$ cat config.mk
export PLATFORM = sky130hd
export DESIGN_NAME = tcw_rem_pipe
export DESIGN_NICKNAME = d
export VERILOG_FILES = /design/src/sv/tcw_pkg.sv /design/src/sv/tcw_rem_pipe.sv
export SDC_FILE = /design/constraint.sdc
export NUM_CORES = 1
export LEC_CHECK = 0
export ABC_CLOCK_PERIOD_IN_PS = 10200
export BUFFER_PORTS_ARGS = -buffer_cell sky130_fd_sc_hd__buf_2
export CORE_ASPECT_RATIO = 1.2
export CORE_MARGIN = 2
export CORE_UTILIZATION = 50
export CTS_BUF_LIST = sky130_fd_sc_hd__clkbuf_4 sky130_fd_sc_hd__clkbuf_8
export DETAILED_ROUTE_END_ITERATION = 8
export HOLD_SLACK_MARGIN = 0.08
export PLACE_DENSITY = 0.64
export SYNTH_ARGS = -nofsm -noshare
export SYNTH_HDL_FRONTEND = slang
export SYNTH_SLANG_ARGS = --single-unit
$ cat constraint.sdc
create_clock -name clk -period 10.2 [get_ports clk]
set_input_delay 0.51 -clock clk [delete_from_list [all_inputs] [get_ports clk]]
set_output_delay 0.51 -clock clk [all_outputs]
set_load 0.01 [all_outputs]
$ cat src/sv/tcw_pkg.sv
// shared constants for the texture coordinate wrap block
// store geometry, coordinate and size widths, register indexes, wrap mode codes
// no dependencies
package tcw_pkg;

	localparam int TEX_DIM    = 64;
	localparam int COORD_BITS = 16;

	// texel address bits for one axis, store depth is TEX_DIM squared
	localparam int AXIS_BITS  = $clog2(TEX_DIM);
	localparam int ADDR_BITS  = 2 * AXIS_BITS;
	localparam int STORE_DEPTH = TEX_DIM * TEX_DIM;

	// size in use holds 1..TEX_DIM, the mirrored period holds up to 2*TEX_DIM
	localparam int SIZE_BITS  = $clog2(TEX_DIM + 1);
	localparam int MOD_BITS   = SIZE_BITS + 1;

	// remainder pipeline: bits of the coordinate consumed per stage
	localparam int REM_STEPS  = 4;
	localparam int REM_STAGES = (COORD_BITS + REM_STEPS - 1) / REM_STEPS;

	localparam int CFG_REG_BITS = 7;
	localparam int MODE_BITS    = 2;
	localparam int TEXEL_BITS   = 8;
	localparam int CFG_IDX_BITS = 2;

	typedef logic [COORD_BITS-1:0] coord_t;
	typedef logic [TEXEL_BITS-1:0] texel_t;

	localparam logic [CFG_IDX_BITS-1:0] REG_TEX_ROWS  = 2'd0;
	localparam logic [CFG_IDX_BITS-1:0] REG_TEX_COLS  = 2'd1;
	localparam logic [CFG_IDX_BITS-1:0] REG_WRAP_MODE = 2'd2;

	localparam logic [MODE_BITS-1:0] WRAP_CLAMP  = 2'd0;
	localparam logic [MODE_BITS-1:0] WRAP_REPEAT = 2'd1;
	localparam logic [MODE_BITS-1:0] WRAP_MIRROR = 2'd2;

	localparam logic FUNC_WRITE = 1'b0;
	localparam logic FUNC_FETCH = 1'b1;

endpackage

$ cat src/sv/tcw_rem_pipe.sv
// pipelined remainder of one coordinate by a narrow modulus
// restoring long division, REM_STEPS coordinate bits per stage, raw coordinate carried along
// depends on tcw_pkg
module tcw_rem_pipe import tcw_pkg::*; (
	input  logic                  clk,
	input  logic [REM_STAGES-1:0] ld,
	input  logic [MOD_BITS-1:0]   modulus,
	input  coord_t                coord_in,
	output logic [MOD_BITS-1:0]   rem,
	output coord_t                coord_out
);

	localparam int PAD_BITS = REM_STAGES * REM_STEPS;

	logic [MOD_BITS-1:0] rem_q   [REM_STAGES];
	coord_t              coord_q [REM_STAGES];

	// one restoring step, remainder stays below the modulus
	function automatic logic [MOD_BITS-1:0] rem_step(input logic [MOD_BITS-1:0] r,
			input logic b, input logic [MOD_BITS-1:0] m);
		logic [MOD_BITS:0] t;
		t = {r, b};
		if (t >= {1'b0, m}) begin
			t = t - {1'b0, m};
		end
		return t[MOD_BITS-1:0];
	endfunction

	genvar k;
	generate
		for (k = 0; k < REM_STAGES; k++) begin : g_stage
			logic [MOD_BITS-1:0] rem_src;
			coord_t              coord_src;
			logic [PAD_BITS-1:0] bits_src;
			logic [MOD_BITS-1:0] rem_nxt;

			if (k == 0) begin : g_first
				assign rem_src   = '0;
				assign coord_src = coord_in;
			end else begin : g_next
				assign rem_src   = rem_q[k-1];
				assign coord_src = coord_q[k-1];
			end

			assign bits_src = PAD_BITS'(coord_src);

			always_comb begin
				rem_nxt = rem_src;
				for (int j = 0; j < REM_STEPS; j++) begin
					rem_nxt = rem_step(rem_nxt, bits_src[PAD_BITS-1-k*REM_STEPS-j], modulus);
				end
			end

			always_ff @(posedge clk) begin
				if (ld[k]) begin
					rem_q[k]   <= rem_nxt;
					coord_q[k] <= coord_src;
				end
			end
		end
	endgenerate

	assign rem       = rem_q[REM_STAGES-1];
	assign coord_out = coord_q[REM_STAGES-1];

endmodule

## Word-level counts from Yosys, hierarchy flattened

Memory sizes are Yosys's and may differ from the RTL's.
Cells that the tools add are included.

| operators by class | value |
|---|---|
| add/subtract/negate cells | 16 |
| multiply operators | 0 |
| divide/modulo/power cells | 0 |
| $lt $le $gt $ge | 16 |
| equal/unequal tests | 0 |
| shifts and indexed selects | 0 |
| multiplexer cells | 24 |
| bitwise gates (word level) | 0 |
| reductions and logical operators | 0 |

Operators by type and width:

| cell | count |
|---|---|
| $ge A9 B8 Y1 | 15 |
| $mux W8 | 16 |
| $sub A8 B8 Y8 | 15 |
| $ge A1 B8 Y1 | 1 |
| $mux W1 | 8 |
| $sub A1 B8 Y8 | 1 |

| storage, ports and cells | value |
|---|---|
| register bits | 0 |
| bits in latches | 0 |
| memory bits (writable) | 96 |
| bits in read-only memories | 0 |
| output and inout bits | 24 |
| logic and storage cells | 58 |
| memories kept | 2 |

Memory list:

| memory | words | width | rd ports | clocked after Yosys merged registers in | wr ports | RTL line | text |
|---|---|---|---|---|---|---|---|
| coord_q | 4 | 16 | 4 | 0 | 4 | tcw_rem_pipe.sv:16 | `coord_t coord_q [REM_STAGES];` |
| rem_q | 4 | 8 | 4 | 0 | 4 | tcw_rem_pipe.sv:15 | `logic [MOD_BITS-1:0] rem_q [REM_STAGES];` |

## Logic depth before layout (Yosys ltp)

Gate-level depths: netlist of run 1.
An unclocked memory read counts as a cell.

| depth | value |
|---|---|
| depth in word-level cells | 9 |
| gate-level depth with buffers | 38 |
| mapped depth without buffers | 36 |

## Worst setup path after synthesis of run 1

No wires, ideal clock.

| timing path | value |
|---|---|
| kind | input to register |
| from | input port modulus[1] |
| to | memory rem_q[1][1] (netlist name) (data pin) |
| library setup time | 0.260 ns |
| arrival | 8.543 ns |
| required time | 9.940 ns |
| slack | 1.397 ns |
| stages | 35 |
| buffers on the path | 2 |
| cell sequence | inv_1 ha_1 nor2b_1 o211ai_1 a21oi_1 nor2_1 mux2_2 ha_1 and4_1 o21ai_0 a21oi_1 o21a_1 a311oi_4 clkbuf_1 nor2_1 a21oi_1 inv_1 ha_1 nor2b_1 o31a_1 nor3_1 o21bai_1 a21o_1 a22o_1 buf_2 mux2i_1 ha_1 a21o_1 a21o_1 a21o_1 a21oi_1 o21ai_0 o21a_1 a311oi_4 mux2_2 |

RTL lines:

| what | RTL line | text |
|---|---|---|
| start, declared | tcw_rem_pipe.sv:7 | `input logic [MOD_BITS-1:0] modulus,` |
| end, declared | tcw_rem_pipe.sv:15 |  |

==> results of run 1 <==
[cells by family (layout without fill, tap and decap cells)]
family	count (synthesis)	after routing
xor gates and xnor gates	70	70
DFF	96	96
and+or+nand+nor	225	225
buffers and inverters	69	149
muxes	76	76
AOI/OAI and AO/OA	236	236
adders and majority gates	137	137
[layout make-up]
class / instances / area [um^2]
clock buffer: 9 / 124
clock inverter: 7 / 86.3
fill: 1631 / 8050
inverter: 63 / 236
multi-input combinational: 744 / 6050
sequential: 96 / 2880
tap: 224 / 280
timing repair buffer: 70 / 395
[placed cells by master (no fill, tap or decap), types with 7 or more instances in the layout]
cell,synthesis,layout
or3_1,7,7
nand3_1,20,20
xnor2_1,43,43
buf_2,1,52
buf_4,0,18
nor2_1,53,53
a21o_1,28,28
nor3_1,11,11
xor2_1,27,27
o21bai_1,16,16
o21a_1,21,21
nand4_1,19,19
clkbuf_8,0,9
edfxtp_1,96,96
mux2i_1,19,19
a21oi_1,59,59
nand2b_1,16,16
nand2_1,45,45
o211ai_1,7,7
nor2b_1,21,21
fa_1,15,15
mux2_2,57,57
inv_1,63,63
o21ai_0,54,54
ha_1,122,122
[critical path, delay by kind of cell]
kind                       cells  cell delay, ns
AOI/OAI and AO/OA             15            3.51
muxes                          4            1.60
and+or+nand+nor                7            1.48
adders and majority gates      4            1.39
buffers and inverters          2            0.50
[worst max path at each step]
stage                     startpoint                     to  slack [ns]
after detailed placement  modulus[1]  rem_q[3][4]$_DFFE_PP_        0.94
after global placement    modulus[6]  rem_q[3][1]$_DFFE_PP_        1.06
after CTS                 modulus[6]  rem_q[3][4]$_DFFE_PP_        1.36
final                     modulus[6]  rem_q[3][4]$_DFFE_PP_        1.33
after global routing      modulus[6]  rem_q[3][4]$_DFFE_PP_        0.64
after floorplan           modulus[1]  rem_q[1][1]$_DFFE_PP_        1.40
[registers in the layout (all words and copies together) (netlist names)]
name	cells
rem_q	32
coord_q	64
[stage by stage]
step	cells	instance area, um^2
after detailed placement	1197	9850
after global placement	1197	9850
after global routing	1213	10100
after floorplan	909	9200
after CTS	1213	10100
final	1213	10100
[metal layers]
layer  part of all wire  global-route usage  wire length (um)  vias up
li1                   -                   -                 -     3565
met1               0.44               0.309             10100     3472
met2               0.50               0.431             11600      165
met3              0.036              0.0284               833       37
met4              0.026              0.0754               597        0
met5                  0                   0                 0        -
==> impl_metrics.ini, run 1 <==
[status]
outcome = completed

[setup_path]
r2r_slack_ns = 1.50
crit_type = in -> reg
ff2ff_path_depth = 34
r2r_end = rem_q[2][7]$_DFFE_PP_
worst-path-max-fanout = 8
cp-start-kind = primary input
cp.required_ns = 10.34
cp_slowest_cell = a2111oi_4
slowest_delay_ns = 0.60
timing.rr.start = rem_q[1][0]$_DFFE_PP_
cp-end-kind = flip-flop
critPathMostFrequentCell = ha_1
arrival_ns = 9.01

[synthesis]
synth-simple-area-share = 0.127
synthAdderAreaFrac = 0.199
syn_avg_cell_area_um2 = 10.1
synthArstFlopShare = 0
synth_top_family_by_area = adder cells
syn_inst = 909
ys_seq_area_frac = 0.314
ys.flop_type = edfxtp_1
synth_compound_area_frac = 0.176
ys_ff_latch = 96
ys_warn_count = 0
synth_top_area_cell = edfxtp_1
synthXorXnorAreaFrac = 0.0667
synth_top_area_frac = 0.314
synth_cell_types = 68
synth_common_cells = ha_1, edfxtp_1, inv_1, a21oi_1, mux2_2
synth_mux_area_frac = 0.0905
syn-cell-area_um2 = 9200
synth_edf_count = 96
synthTopCellsByArea = edfxtp_1, ha_1, mux2_2
syn-num-nets = 1075
synth.most_common_cell = ha_1

[placement]
gp_congestion = 0.927
dp_hpwl_um = 18000
io_buffers = 52
dp_slack_ns = 0.941

[floorplan]
fp-row-count = 54
die_area_um2 = 19500
ioPinCount = 53
coreArea_um2 = 18100
die_h_um = 153
die_width_um = 128
start_util = 0.508

[finish]
area_growth_syn_to_layout_pct = 9.37
nets = 1150
utilization = 0.555
drive_above_1_share = 0.166
antenna_cells = 0

[clock_network]
h-tree-depth = 3
root_buffer = clkbuf_8
clkSinkCount = 96
cts_setup_buffers = 0
ctsResizeCount = 0
clockBufferDepth = 2
cts_tree = yes
cts_hold_buf = 0
clk_latency_ns = 0.39
clkTransAtPathRegs_ns = 0.11
cts_buffers = 9

[timing]
hold_viol = 0
fin_skew_ns = 0.0139
period_minus_slack_ns = 8.87
max_freq_mhz = 113
rsz0062_at_grt = false
fin_tns_setup_ns = 0
timing.final.ws_setup_ns = 1.33
tightestPinTransition_ns = 0.750
holdWs_ns = 0.283
finalCritPeriodShare = 0.870
maxSlewViolCount = 0
setup_violations = 0
slew_headroom = 0.500

[global_route]
grt_max_degree = 25
grt_pass1_vias = 7162
track_usage = 0.243
grt_pass1_wl_um = 37300
grt-ovfl-total = 0
antenna_found_initial = 0

[worst_hold_path]
hold_class = in -> reg
worstHoldStart = coord_in[11]
min_to = coord_q[0][11]$_DFFE_PP_
hold_depth = 1

[route]
dr.pass1.iters = 5
wl_per_cell_um = 19.0
routed_via_density = 5.97
drc = 0
drtIter0Drc = 475
vias = 7239
final_antenna_net_count = 0
wl_um = 23100

[flow_run]
max_cap_viol_count = 0
Power of run 1 is not shown: default switching activity piles up to over one toggle a cycle in this logic, so the estimate is an artifact.
==> run 2: changes to the inputs <==
Settings changed: CELL_PAD_IN_SITES_DETAIL_PLACEMENT set to 0, CELL_PAD_IN_SITES_GLOBAL_PLACEMENT set to 1, PLACE_DENSITY 0.64 to 0.79.
==> impl_metrics.ini, run 2 (synthesis results as in run 1) <==
[timing]
tightestPinTransition_ns = 0.785
rsz0062_at_grt = false
hold_viol = 0
max_freq_mhz = 111
slew_headroom = 0.476
period_minus_slack_ns = 9.01
maxSlewViolCount = 0
finalCritPeriodShare = 0.883
fin_tns_setup_ns = 0
fin_skew_ns = 0.0168
setup_violations = 0

[finish]
antenna_cells = 0
drive_above_1_share = 0.164
final_cell_mix = ha_1, edfxtp_1, inv_1
reg.largest.list = coord_q x64, rem_q x32
nets = 1150
largest_register_ffs = 64
regMostFlops = coord_q
area_growth_syn_to_layout_pct = 9.46
final_common_cell = ha_1

[route]
wl_um = 23200
vias = 7141
met1_length_um = 10100
drc = 0
dr.pass1.iters = 5
met2RoutedLength_um = 11800
wl_per_cell_um = 19.2
wl_met3_um = 622
drtIter0Drc = 361
routed_via_density = 5.89
final_antenna_net_count = 0
top_layer = met5

[worst_hold_path]
min_to = coord_q[0][8]$_DFFE_PP_
hold_depth = 1
hold_class = in -> reg
worstHoldStart = coord_in[8]

[setup_path]
timing.rr.start = rem_q[0][0]$_DFFE_PP_
r2r_end = rem_q[1][7]$_DFFE_PP_
cp-start-kind = primary input
crit_type = in -> reg
slowest_delay_ns = 0.59
ff2ff_path_depth = 32
worst-path-max-fanout = 16
arrival_ns = 9.15
r2r_slack_ns = 1.34
cp_slowest_cell = a311oi_4
cp.required_ns = 10.34
cp-end-kind = flip-flop

[status]
outcome = completed

[global_route]
antenna_found_initial = 1
grt_pass1_wl_um = 36900
track_usage = 0.245
grt_pass1_vias = 7174
grt-ovfl-total = 0
grt_max_degree = 25

[floorplan]
die_width_um = 128
fp-row-count = 54
start_util = 0.508
ioPinCount = 53
die_h_um = 153
die_area_um2 = 19500
coreArea_um2 = 18100

[flow_run]
max_cap_viol_count = 0

[clock_network]
cts_tree = yes
h-tree-depth = 3
clk_latency_ns = 0.40
clkTransAtPathRegs_ns = 0.11
clkSinkCount = 96
ctsResizeCount = 0
cts_setup_buffers = 0
cts_buffers = 9
clockBufferDepth = 2
root_buffer = clkbuf_8
cts_hold_buf = 0

[placement]
dp_hpwl_um = 18100
gp_congestion = 0.868
io_buffers = 52
-- run 2: how the worst max path moves through the flow --
stage	startpoint	endpoint	slack, ns	cells after the start
floorplan	modulus[1]	rem_q[1][1]$_DFFE_PP_	1.40	35
global placement	modulus[1]	rem_q[1][7]$_DFFE_PP_	0.82	35
detailed placement	modulus[1]	rem_q[1][5]$_DFFE_PP_	0.77	35
CTS	modulus[1]	rem_q[1][7]$_DFFE_PP_	1.15	35
global route	modulus[1]	rem_q[1][6]$_DFFE_PP_	0.44	35
finish	modulus[1]	rem_q[1][7]$_DFFE_PP_	1.19	35
-- run 2: critical path, delay by kind of cell --
family          cells  cell delay (ns)
compound gates     18             4.24
simple gates        6             1.35
mux                 3             1.18
buf+inv             4             0.57
fa+ha+maj           4             1.24
-- run 2: area by class of cell --
class,count,area (um^2)
Multi-Input combinational cell,744,6050
Clock inverter,7,93.8
Fill cell,1650,8040
Tap cell,224,280
Sequential cell,96,2880
Inverter,63,236
Clock buffer,9,124
Timing Repair Buffer,70,395
-- run 2: layer usage --
layer,vias up,GRT usage
met2,101,0.438
met4,2,0.0963
met1,3417,0.293
met3,47,0.0379
met5,-,0
li1,3574,-
-- run 2: through the flow --
step / hold slack, ns / worst slack (ns) / util / std cells / cell area (um^2)
after floorplan: 0.400 / 1.40 / - / 909 / 9200
after global placement: 0.400 / 0.817 / 0.544 / 1197 / 9850
after detailed placement: 0.405 / 0.773 / 0.544 / 1197 / 9850
after CTS: 0.254 / 1.15 / 0.556 / 1213 / 10100
after global routing: 0.264 / 0.439 / 0.556 / 1213 / 10100
final: 0.278 / 1.19 / 0.556 / 1213 / 10100
Power of run 2 is left out for the same reason.
==> run 3: changes to the inputs <==
Settings changed: CORE_MARGIN 2 to unset, RECOVER_POWER set to 25.
==> impl_metrics.ini, run 3 (synthesis results as in run 1) <==
[timing]
tightestPinTransition_ns = 0.744
fin_tns_setup_ns = 0
hold_viol = 0
maxSlewViolCount = 0
fin_skew_ns = 0.0128
period_minus_slack_ns = 9.13
slew_headroom = 0.504
max_freq_mhz = 110
finalCritPeriodShare = 0.895
rsz0062_at_grt = false
setup_violations = 0

[setup_path]
crit_type = reg -> reg
cp.required_ns = 10.30
cp-end-kind = flip-flop
slowest_delay_ns = 0.49
arrival_ns = 9.23
cp-start-kind = flip-flop
worst-path-max-fanout = 13
critPathMostFrequentCell = ha_1
cp_slowest_cell = edfxtp_1

[clock_network]
h-tree-depth = 3
ctsResizeCount = 0
clkSinkCount = 96
root_buffer = clkbuf_8
clockBufferDepth = 2
clk_latency_ns = 0.39
cts_setup_buffers = 0
cts_buffers = 9
cts_tree = yes
clkTransAtPathRegs_ns = 0.11
cts_hold_buf = 0

[flow_run]
max_cap_viol_count = 0

[worst_hold_path]
hold_class = in -> reg

[floorplan]
start_util = 0.517
coreArea_um2 = 17800
ioPinCount = 53
die_width_um = 126
die_h_um = 151
fp-row-count = 53
die_area_um2 = 18900

[placement]
dp_hpwl_um = 17600
io_buffers = 52
gp_congestion = 0.861

[status]
outcome = completed

[route]
routed_via_density = 5.91
wl_met3_um = 690
drtIter0Drc = 380
dr.pass1.iters = 5
met2RoutedLength_um = 11500
final_antenna_net_count = 0
drc = 0
vias = 7142
wl_per_cell_um = 19.0
wl_um = 22900
met1_length_um = 10200
top_layer = met4

[finish]
regMostFlops = coord_q
largest_register_ffs = 64
final_cell_mix = ha_1, edfxtp_1, inv_1
area_growth_syn_to_layout_pct = 9.20
final_common_cell = ha_1
fillCellCount = 1622
reg.largest.list = coord_q x64, rem_q x32
nets = 1149
antenna_cells = 0
drive_above_1_share = 0.161

[global_route]
antenna_found_initial = 0
grt_max_degree = 27
track_usage = 0.251
grt_pass1_wl_um = 36300
grt-ovfl-total = 0
grt_pass1_vias = 6934
## run 3: cell type report
| class | instances | area (um^2) | share of cell area |
|---|---|---|---|
| clock buffer | 9 | 124 | 0.0123 |
| sequential | 96 | 2880 | 0.287 |
| multi-input combinational | 744 | 6050 | 0.603 |
| timing repair buffer | 69 | 383 | 0.0381 |
| clock inverter | 7 | 87.6 | 0.00872 |
| tap | 220 | 275 | 0.0274 |
| inverter | 63 | 236 | 0.0236 |
## run 3: worst max-delay path: cells and delay by family (launching register included)
family,cells,cell delay [ns]
simple gates,7,1.36
fa+ha+maj,4,1.29
buf+inv,1,0.11
flops,1,0.49
compound gates,21,5.58
## run 3: final timing paths
path,to,slack (ns),depth (start not counted),start
min,coord_q[0][1]$_DFFE_PP_,0.28,1,coord_in[1]
max,rem_q[2][5]$_DFFE_PP_,1.07,33,rem_q[1][0]$_DFFE_PP_
max reg2reg,rem_q[2][5]$_DFFE_PP_,1.07,33,rem_q[1][0]$_DFFE_PP_
min reg2reg,coord_q[3][11]$_DFFE_PP_,0.42,0,coord_q[2][11]$_DFFE_PP_
## run 3: stage by stage
| step | area (um^2) | setup slack, ns | util | hold WS (ns) | cells |
|---|---|---|---|---|---|
| after global placement | 9830 | 1.07 | 0.553 | 0.401 | 1192 |
| final | 10000 | 1.07 | 0.565 | 0.279 | 1208 |
| after floorplan | 9200 | 1.40 | - | 0.400 | 909 |
| after detailed placement | 9830 | 0.948 | 0.553 | 0.405 | 1192 |
| after CTS | 10000 | 1.25 | 0.565 | 0.269 | 1208 |
| after global routing | 10000 | 0.378 | 0.565 | 0.268 | 1208 |
## run 3: routing by layer
| metal | up-vias | global-route usage |
|---|---|---|
| met5 | - | 0 |
| met4 | 0 | 0.0759 |
| met3 | 35 | 0.0302 |
| met2 | 117 | 0.453 |
| met1 | 3417 | 0.314 |
| li1 | 3573 | - |
Power of run 3 is left out for the same reason.
